--- src/rtl/ofjpm_pkg.sv ---
package ofjpm_pkg;

  localparam logic [7:0] SHUTTER_LIMIT = 8'd17;
  localparam logic [7:0] BRIGHT_LIMIT = 8'd50;
  localparam logic [3:0] JAM_ERROR_LIMIT = 4'd10;
  localparam logic [3:0] JAM_ERROR_MAX = 4'd15;
  localparam logic [7:0] FILTER_MAX = 8'd255;

  localparam logic [14:0] CHUNK_STEPS_RESET = 15'd128;
  localparam logic [7:0] FILTER_COUNT_RESET = 8'd4;

  localparam int CFG_INDEX_W = 2;

  typedef enum logic [CFG_INDEX_W-1:0] {
    CFG_JAM_ENABLE = 2'd0,
    CFG_CHUNK_STEPS = 2'd1,
    CFG_FILTER_COUNT = 2'd2
  } cfg_reg_t;

  typedef struct packed {
    logic signed [6:0] step_delta;
    logic signed [15:0] sensor_y;
    logic [7:0] shutter;
    logic [7:0] brightness;
    logic poll_due;
  } sample_t;

  typedef struct packed {
    logic filament_present;
    logic presence_stable;
    logic jam_detected;
    logic jam_armed_now;
  } result_t;

endpackage

--- src/rtl/optical_filament_jam_presence_monitor.sv ---
// Filament jam and presence monitor for an optical flow sensor. Each sample word carries the
// extruder steps of one tick, the sensor Y position, shutter, brightness and a poll flag, and
// gives exactly one result word. A word is registered on entry and its result is computed by
// one pass of logic into the output register, so a new word is taken every cycle while the
// output side does not stall. Configuration writes are always accepted (cfg_ready is
// always high) and are meant for an idle block. Writing jam_enable arms or disarms jam
// detection and restarts it from the latest sensor position.
module optical_filament_jam_presence_monitor
  import ofjpm_pkg::*;
(
  input  logic clk,
  input  logic rst,
  input  logic sample_valid,
  output logic sample_stall,
  input  sample_t sample,
  output logic result_valid,
  input  logic result_stall,
  output result_t result,
  input  logic cfg_valid,
  output logic cfg_ready,
  input  logic [CFG_INDEX_W-1:0] cfg_index,
  input  logic [31:0] cfg_data
);

  logic s1_valid;
  sample_t s1;
  logic advance;

  logic [14:0] chunk_steps;
  logic [7:0] filter_count;

  logic signed [15:0] step_sum;
  logic signed [15:0] ref_position;
  logic signed [15:0] last_sensor_y;
  logic [3:0] jam_errors;
  logic jam_armed;
  logic [7:0] presence_filter;
  logic filtered_presence;

  logic signed [15:0] step_sum_next;
  logic signed [15:0] ref_position_next;
  logic [3:0] jam_errors_next;
  logic jam_armed_next;
  logic [7:0] presence_filter_next;
  logic filtered_presence_next;
  logic jam_pulse;

  logic signed [16:0] sum_wide;
  logic signed [15:0] sum_sat;
  logic signed [16:0] sum_neg;
  logic [16:0] sum_mag;
  logic signed [16:0] y_diff;
  logic fs_fwd;
  logic st_fwd;
  logic [3:0] err_step;
  logic present;
  logic [7:0] filt_step;

  assign advance = s1_valid && (!result_valid || !result_stall);
  assign sample_stall = s1_valid && !advance;
  assign cfg_ready = 1'b1;

  always_comb begin
    sum_wide = {step_sum[15], step_sum} + {{10{s1.step_delta[6]}}, s1.step_delta};
    if (sum_wide[16] != sum_wide[15]) begin
      sum_sat = sum_wide[16] ? 16'sh8000 : 16'sh7fff;
    end else begin
      sum_sat = sum_wide[15:0];
    end
    sum_neg = -{sum_sat[15], sum_sat};
    sum_mag = sum_sat[15] ? 17'(sum_neg) : {1'b0, sum_sat};
    y_diff = {s1.sensor_y[15], s1.sensor_y} - {ref_position[15], ref_position};
    fs_fwd = y_diff > 17'sd0;
    st_fwd = sum_sat > 16'sd0;

    step_sum_next = sum_sat;
    ref_position_next = ref_position;
    jam_errors_next = jam_errors;
    jam_armed_next = jam_armed;
    jam_pulse = 1'b0;
    err_step = jam_errors;

    if (jam_armed) begin
      if (sum_mag >= {2'b00, chunk_steps}) begin
        step_sum_next = 16'sd0;
        ref_position_next = s1.sensor_y;
        if (fs_fwd != st_fwd) begin
          if (jam_errors < JAM_ERROR_MAX) begin
            err_step = jam_errors + 4'd1;
          end
        end else if (jam_errors != 4'd0) begin
          err_step = jam_errors - 4'd1;
        end
      end
      jam_errors_next = err_step;
      if (err_step > JAM_ERROR_LIMIT) begin
        jam_errors_next = 4'd0;
        jam_pulse = 1'b1;
        jam_armed_next = 1'b0;
      end
    end

    present = (s1.shutter < SHUTTER_LIMIT) || (s1.brightness >= BRIGHT_LIMIT);
    presence_filter_next = presence_filter;
    filtered_presence_next = filtered_presence;
    filt_step = presence_filter;
    if (s1.poll_due) begin
      if (present != filtered_presence) begin
        if (presence_filter < FILTER_MAX) begin
          filt_step = presence_filter + 8'd1;
        end
      end else if (presence_filter != 8'd0) begin
        filt_step = presence_filter - 8'd1;
      end
      presence_filter_next = filt_step;
      if (filt_step >= filter_count) begin
        presence_filter_next = 8'd0;
        filtered_presence_next = present;
      end
    end
  end

  always_ff @(posedge clk) begin
    if (sample_valid && !sample_stall) begin
      s1 <= sample;
    end
    if (advance) begin
      result.filament_present <= filtered_presence_next;
      result.presence_stable <= presence_filter_next == 8'd0;
      result.jam_detected <= jam_pulse;
      result.jam_armed_now <= jam_armed_next;
    end
    if (rst) begin
      s1_valid <= 1'b0;
      result_valid <= 1'b0;
      chunk_steps <= CHUNK_STEPS_RESET;
      filter_count <= FILTER_COUNT_RESET;
      step_sum <= 16'sd0;
      ref_position <= 16'sd0;
      last_sensor_y <= 16'sd0;
      jam_errors <= 4'd0;
      jam_armed <= 1'b0;
      presence_filter <= 8'd0;
      filtered_presence <= 1'b0;
    end else begin
      if (sample_valid && !sample_stall) begin
        s1_valid <= 1'b1;
      end else if (advance) begin
        s1_valid <= 1'b0;
      end
      if (advance) begin
        result_valid <= 1'b1;
      end else if (!result_stall) begin
        result_valid <= 1'b0;
      end
      if (advance) begin
        step_sum <= step_sum_next;
        ref_position <= ref_position_next;
        last_sensor_y <= s1.sensor_y;
        jam_errors <= jam_errors_next;
        jam_armed <= jam_armed_next;
        presence_filter <= presence_filter_next;
        filtered_presence <= filtered_presence_next;
      end
      if (cfg_valid && cfg_ready) begin
        case (cfg_index)
          CFG_JAM_ENABLE: begin
            jam_armed <= cfg_data[0];
            ref_position <= last_sensor_y;
            step_sum <= 16'sd0;
            jam_errors <= 4'd0;
          end
          CFG_CHUNK_STEPS: begin
            chunk_steps <= cfg_data[14:0];
          end
          CFG_FILTER_COUNT: begin
            filter_count <= cfg_data[7:0];
          end
          default: begin
          end
        endcase
      end
    end
  end

  // The stored error count never passes the limit, since passing it clears the count.
  assert property (@(posedge clk) disable iff (rst) jam_errors <= JAM_ERROR_LIMIT)
    else $error("jam error count above limit");

  // A jam word always reports detection as disarmed.
  assert property (@(posedge clk) disable iff (rst)
    result_valid && result.jam_detected |-> !result.jam_armed_now)
    else $error("jam pulse while still armed");

  // The stable flag of a new result word matches the filter state it leaves behind.
  assert property (@(posedge clk) disable iff (rst)
    advance |=> result.presence_stable == (presence_filter == 8'd0))
    else $error("presence_stable disagrees with filter");

  // The input side is held off only while a word waits behind a stalled output.
  assert property (@(posedge clk) disable iff (rst)
    sample_stall |-> s1_valid && result_valid && result_stall)
    else $error("input stalled without cause");

endmodule

--- config.mk ---
export PLATFORM = sky130hd
export DESIGN_NAME = optical_filament_jam_presence_monitor
export DESIGN_NICKNAME = d
export VERILOG_FILES = /design/src/rtl/ofjpm_pkg.sv /design/src/rtl/optical_filament_jam_presence_monitor.sv
export SDC_FILE = /design/constraint.sdc
export NUM_CORES = 1
export LEC_CHECK = 0
export BUFFER_PORTS_ARGS = -buffer_cell sky130_fd_sc_hd__buf_2
export CORE_MARGIN = 3
export CORE_UTILIZATION = 42
export DETAILED_ROUTE_END_ITERATION = 8
export PLACE_DENSITY = 0.64
export REMOVE_ABC_BUFFERS = 1
export SLEW_MARGIN = 20
export SYNTH_ARGS = -nofsm -noshare
export SYNTH_HDL_FRONTEND = slang
export SYNTH_SLANG_ARGS = --single-unit
--- constraint.sdc ---
create_clock -name clk -period 6.5 [get_ports clk]
set_input_delay 0.65 -clock clk [delete_from_list [all_inputs] [get_ports clk]]
set_output_delay 0.65 -clock clk [all_outputs]
set_load 0.01 [all_outputs]
Yosys cells after proc, flatten, opt, wreduce, memory -nomap -nowiden:

Cells that the tools add are included.

* add/sub/neg operators: 7
* magnitude comparators: 9
* equality and inequality tests: 6
* mux-type cells: 41
* reductions and logical operators: 16

Operators by type and width (count)
* $mux W16: 12
* $mux W8: 6
* $mux W4: 10
* $add A16 B7 Y17: 1
* $ge A17 B15 Y1: 1
* $gt A17 B1 Y1 const B: 1
* $mux W17: 1
* $neg A17 Y17: 1
* $sub A16 B16 Y17: 1
* $gt A16 B1 Y1 const B: 1
* $mux W1: 12
* $add A8 B1 Y8 const B: 1
* $ge A8 B6 Y1 const B: 1
* $ge A8 B8 Y1: 1
* $logic_not A8 Y1: 1
* $lt A8 B5 Y1 const B: 1
* $lt A8 B8 Y1 const B: 1
* $reduce_bool A8 Y1: 1
* $sub A8 B1 Y8 const B: 1
* $add A4 B1 Y4 const B: 1
* $gt A4 B4 Y1 const B: 1
* $logic_not A1 Y1: 4
* $lt A4 B4 Y1 const B: 1
* $reduce_and A2 Y1: 2
* other kinds (10): 15

* bits in registers: 131
* input port bits: 79

Longest topological paths before layout:

* word-level depth: 14
* gate-level depth with buffers: 36
* depth with buffers taken out: 33

Least setup slack after synthesis:

No wires, ideal clock.

* path kind: register to register
* start: register s1[39] in the netlist's numbering
* end: register ref_position[10]
* library setup time: 0.138 ns
* data arrival time: 6.702 ns
* required time: 6.362 ns
* path slack: -0.340 ns
* cell stages (with the launch flop): 36
* buffers on the path: 4
* cells stage by stage: edfxtp_1 > ha_1 > clkbuf_1 > a211oi_1 > o21ai_1 > a221oi_4 > nor2b_1 > o21a_1 > o21ai_0 > nand2b_1 > a21oi_1 > xnor2_1 > ha_1 > clkbuf_1 > inv_1 > nor2_1 > a21oi_1 > ha_1 > and3_1 > a21oi_1 > xnor2_1 > nor2_1 > a21oi_1 > ha_1 > a21o_1 > a21o_1 > a21oi_1 > o211ai_1 > a21oi_1 > o21ai_0 > a31o_2 > buf_2 > nand2_1 > clkbuf_1 > mux2i_1 > a211oi_1

* longest elaborated chain between the ends: 11

Ends and longest elaborated chain
* start, declared: RTL line optical_filament_jam_presence_monitor.sv:26 `sample_t s1;`
* start signal, assigned: RTL line optical_filament_jam_presence_monitor.sv:125 `s1 <= sample;`
* $add A16 B7 Y17 (*): RTL line optical_filament_jam_presence_monitor.sv:64 `sum_wide = {step_sum[15], step_sum} + {{10{s1.step_delta[6]}}, s1.step_delta};`
* $mux W16 / $ne A1 B1 Y1 (equally long branches): RTL line optical_filament_jam_presence_monitor.sv:66, optical_filament_jam_presence_monitor.sv:65
* $mux W16 (*): RTL line optical_filament_jam_presence_monitor.sv:65 `if (sum_wide[16] != sum_wide[15]) begin`
* $neg A17 Y17: RTL line optical_filament_jam_presence_monitor.sv:70 `sum_neg = -{sum_sat[15], sum_sat};`
* $mux W17 (*): RTL line optical_filament_jam_presence_monitor.sv:71 `sum_mag = sum_sat[15] ? 17'(sum_neg) : {1'b0, sum_sat};`
* $ge A17 B15 Y1 (*): RTL line optical_filament_jam_presence_monitor.sv:84 `if (sum_mag >= {2'b00, chunk_steps}) begin`
* $mux W16 (*): RTL line optical_filament_jam_presence_monitor.sv:84
* $mux W16 (*): RTL line optical_filament_jam_presence_monitor.sv:83 `if (jam_armed) begin`
* $mux W16 (*): RTL line optical_filament_jam_presence_monitor.sv:156 `if (advance) begin`
* $mux W16: RTL line optical_filament_jam_presence_monitor.sv:166 `case (cfg_index)`
* $mux W16 (*): RTL line optical_filament_jam_presence_monitor.sv:165 `if (cfg_valid && cfg_ready) begin`
* end signal, assigned: RTL line optical_filament_jam_presence_monitor.sv:158 `ref_position <= ref_position_next;`
* end signal, assigned: RTL line optical_filament_jam_presence_monitor.sv:169 `ref_position <= last_sensor_y;`
* end, declared: RTL line optical_filament_jam_presence_monitor.sv:33 `logic signed [15:0] ref_position;`

Mark *: on every way between the ends. The rest lies on a longest branch, timed or not.
A chain may end at the register's enable or synchronous reset.

Final worst setup path:

* start: register s1[34] in the netlist's numbering
* end: register jam_errors[3]

* longest elaborated chain between the ends: 14

Ends and longest elaborated chain
* $add A16 B7 Y17 (*): RTL line optical_filament_jam_presence_monitor.sv:64
* $mux W16 / $ne A1 B1 Y1 (equally long branches): RTL line optical_filament_jam_presence_monitor.sv:66, optical_filament_jam_presence_monitor.sv:65
* $mux W16 (*): RTL line optical_filament_jam_presence_monitor.sv:65
* $neg A17 Y17 / $gt A16 B1 Y1 (equally long branches): RTL line optical_filament_jam_presence_monitor.sv:70, optical_filament_jam_presence_monitor.sv:74
* $mux W17 / $ne A1 B1 Y1 (equally long branches): RTL line optical_filament_jam_presence_monitor.sv:71, optical_filament_jam_presence_monitor.sv:87
* $ge A17 B15 Y1 / $mux W4 (equally long branches): RTL line optical_filament_jam_presence_monitor.sv:84, optical_filament_jam_presence_monitor.sv:87
* $mux W4 (*): RTL line optical_filament_jam_presence_monitor.sv:84
* $mux W4 (*): RTL line optical_filament_jam_presence_monitor.sv:83
* $gt A4 B4 Y1: RTL line optical_filament_jam_presence_monitor.sv:96 `if (err_step > JAM_ERROR_LIMIT) begin`
* $mux W4 (*): RTL line optical_filament_jam_presence_monitor.sv:96
* $mux W4 (*): RTL line optical_filament_jam_presence_monitor.sv:83
* $mux W4 (*): RTL line optical_filament_jam_presence_monitor.sv:156
* $mux W4: RTL line optical_filament_jam_presence_monitor.sv:166
* $mux W4 (*): RTL line optical_filament_jam_presence_monitor.sv:165
* end signal, assigned: RTL line optical_filament_jam_presence_monitor.sv:160 `jam_errors <= jam_errors_next;`
* end, declared: RTL line optical_filament_jam_presence_monitor.sv:35 `logic [3:0] jam_errors;`

Mark *: on every way between the ends. The rest lies on a longest branch, timed or not. The select of a mux whose other input is x is not followed.

==> impl_metrics.ini <==
[sta]
fmax_mhz = 158.2
slew_violations = 0
clock_skew_ns = 0.007524
layout_min_cycle_time_ns = 6.321
finalHoldViolCount = 0
whs_ns = 0.4035
slew_headroom = 0.2374
finalCritPeriodShare = 0.9725
worstMarginPinSlew_ns = 1.144
rsz0062_at_grt = yes
finalSetupViolCount = 0

[cells_and_area]
multiInputGateArea_um2 = 5304
areaGrowthSynthToFinish_pct = 24.43
instances_no_fill = 1397
final_cell_mix = nand2_1, nor2_1, dfxtp_1, a21oi_1, buf_4
antenna_cells = 0
regArea_um2 = 3033
drive_above_1_share = 0.2235
final_cell_area_um2 = 10500
final_nets = 1263
fill_cells = 1833

[clocking]
cts_tree = yes
root_buffer = clkbuf_16
htree_levels = 4
clk_pin_slew_ns = 0.06
cts-buffers-inserted = 17
cts.sinks = 130
clkLatencyLatePin_ns = 0.42
clockBufferDepth = 2
cts_hold_buf = 0

[worst_setup_path]
worstPathArrival_ns = 6.57
cp-start-kind = flop
worst_setup_path_end_kind = flop
slowest_delay_ns = 0.44
crit_required_ns = 6.75
crit_start = s1[34]
r2r-start = s1[34]
path_class = reg2reg
worst_path_max_delay_cell = edfxtp_1
crit_fanout = 4

[logic_synthesis]
syn_area_per_cell_um2 = 8.451
synth-edff-count = 43
synthCells = 998
ys_ff_latch = 130
yosysSeqAreaShare = 0.3596
yosysWarnings = 0
async_reset_ff_frac = 0
syn-cell-area_um2 = 8434
synthDistinctLibCells = 83
ys.flop_type = dfxtp_1

[flow_run]
cap_violations = 0

[pwr]
leakagePower_nw = 4.351
power_density_nw_per_um2 = 402.6
ir_drop_mv = 0.2807

[place]
gp_congestion = 0.9097
place_area_um2 = 9470
dp_cells = 1355
io_buffers = 66
hpwl_mm = 15.20

[route]
wl_per_cell_um = 15.45
vias_per_cell = 5.425
route.detailed.drc = 0
drtIter0Drc = 427
wirelength_mm = 21.58
vias = 7579
ant_nets = 0
firstDrtPassIters = 4

[global_route]
first_global_vias = 7153
grt_pass1_wl_mm = 34.97
grt_max_degree = 45
grt_antenna_before_repair = 0
overflow = 0
track_usage = 0.1940

[worst_hold_path]
worstHoldPathType = in2reg
min_from = sample[4]

[floorplan]
dieArea_um2 = 21820
core-area_um2 = 19590
start_util = 0.4305
design.portCount = 86
die_x_um = 147.7
die_h_um = 147.7
rows = 51

[status]
status = finished, final reports clean
-- Yosys cell counts (4+ instances only) --
cell | count | area share
clkbuf_1 | 37 | 0.016
xnor2_1 | 16 | 0.017
ha_1 | 63 | 0.093
dfxtp_1 | 87 | 0.21
o31ai_1 | 5 | 0.0045
o2111ai_1 | 4 | 0.0042
and2_1 | 4 | 0.0030
nand3_1 | 24 | 0.014
o211ai_1 | 5 | 0.0045
xor2_1 | 12 | 0.012
nand2b_1 | 17 | 0.013
inv_1 | 62 | 0.028
a2111oi_0 | 4 | 0.0042
a31oi_1 | 10 | 0.0074
nor2_1 | 109 | 0.049
nand2_1 | 105 | 0.047
nor3_1 | 18 | 0.011
mux2i_1 | 23 | 0.027
a21boi_0 | 4 | 0.0036
a211o_1 | 7 | 0.0073
o21ai_1 | 5 | 0.0030
o21a_1 | 10 | 0.0089
a21oi_1 | 90 | 0.053
a22oi_1 | 14 | 0.012
a211oi_1 | 31 | 0.028
nand4_1 | 11 | 0.0082
or3_1 | 6 | 0.0045
a21o_1 | 9 | 0.0080
edfxtp_1 | 43 | 0.15
o22ai_1 | 4 | 0.0030
nor2b_1 | 16 | 0.012
or2_1 | 4 | 0.0030
o21ai_0 | 45 | 0.027
and3_1 | 13 | 0.0096
-- flip-flops by register name, indices dropped and copies added, names as in the netlist --
name and count:
chunk_steps 15, filter_count 8, filtered_presence 1, jam_armed 1
jam_errors 4, last_sensor_y 16, presence_filter 8, ref_position 16
result 4, result_valid 1, s1 39, s1_valid 1
step_sum 16
-- repair_timing --
item	in CTS	in global routing
resized for setup	8	65
setup buffers	2	8
setup endpoints to repair	23	38
pin swaps	8	44
hold endpoints to repair	0	0
cloned	0	0
-- final timing paths --
path	depth (start not counted)	slack (ns)	to
worst min register to register	2	0.45	chunk_steps[2]
worst min-delay path	1	0.40	s1[4]
worst max register to register	36	0.18	jam_errors[3]
worst max-delay path	36	0.18	jam_errors[3]
-- cells by family (layout without fill, tap and decap cells) --
| group | after synthesis | count (layout) | share of synthesized area |
|---|---|---|---|
| AO/OA/AOI/OAI | 284 | 284 | 0.2262 |
| XOR/XNOR | 29 | 29 | 0.03100 |
| adder cells (fa/ha/maj) | 65 | 65 | 0.09821 |
| buffers and inverters | 107 | 241 | 0.04984 |
| flip-flops | 130 | 130 | 0.3596 |
| multiplexers | 25 | 25 | 0.02997 |
| other | 1 | 1 | 0.0004446 |
| AND/OR/NAND/NOR | 357 | 357 | 0.2047 |
-- routing by layer --
layer	share of wire	track usage	wire [µm]	vias to the layer above
met4	0.017	0.06291	365	0
met2	0.44	0.2969	9495	166
met5	0	0	0	-
met1	0.50	0.2775	10780	3519
met3	0.044	0.03587	940	30
li1	-	-	-	3864
-- metrics by stage --
| step | worst slack (ns) | power, mW | TNS [ns] | utilization |
|---|---|---|---|---|
| 2_1_floorplan | -0.4464 | 2.209 | -9.824 | - |
| 3_3_place_gp | -0.09709 | 2.859 | -0.2449 | 0.4834 |
| 3_5_place_dp | -0.2514 | 2.878 | -1.143 | 0.4834 |
| 4_1_cts | 0.008506 | 3.911 | 0 | 0.5164 |
| 5_1_grt | -0.1364 | 4.511 | -0.6573 | 0.5357 |
| 6_report | 0.1789 | 4.226 | 0 | 0.5357 |
-- critical path, delay by kind of cell (launching register included) --
family | cells | cell delay, ns
adder cells (fa/ha/maj) | 4 | 1.10
flip-flops | 1 | 0.44
buffers and inverters | 7 | 0.80
AO/OA/AOI/OAI | 18 | 3.03
AND/OR/NAND/NOR | 4 | 0.42
XOR/XNOR | 3 | 0.35
-- area by class of cell --
type / count / share of cell area
multi-input cells: 761 / 0.5054
flip-flops and latches: 130 / 0.2890
repair buffers: 146 / 0.09359
clock buffers: 18 / 0.04292
well taps: 265 / 0.03159
inverters: 63 / 0.02277
clock inverters: 14 / 0.01478
-- report_power, final --
group / leakage, nW / internal (mW) / switching, mW / total (mW)
clock: 0.297 / 0.593 / 0.394 / 0.986
combinational: 2.92 / 1.07 / 1.22 / 2.29
sequential: 1.13 / 0.904 / 0.0449 / 0.949
total: 4.35 / 2.56 / 1.66 / 4.23
(Power assumes the default switching activity.)
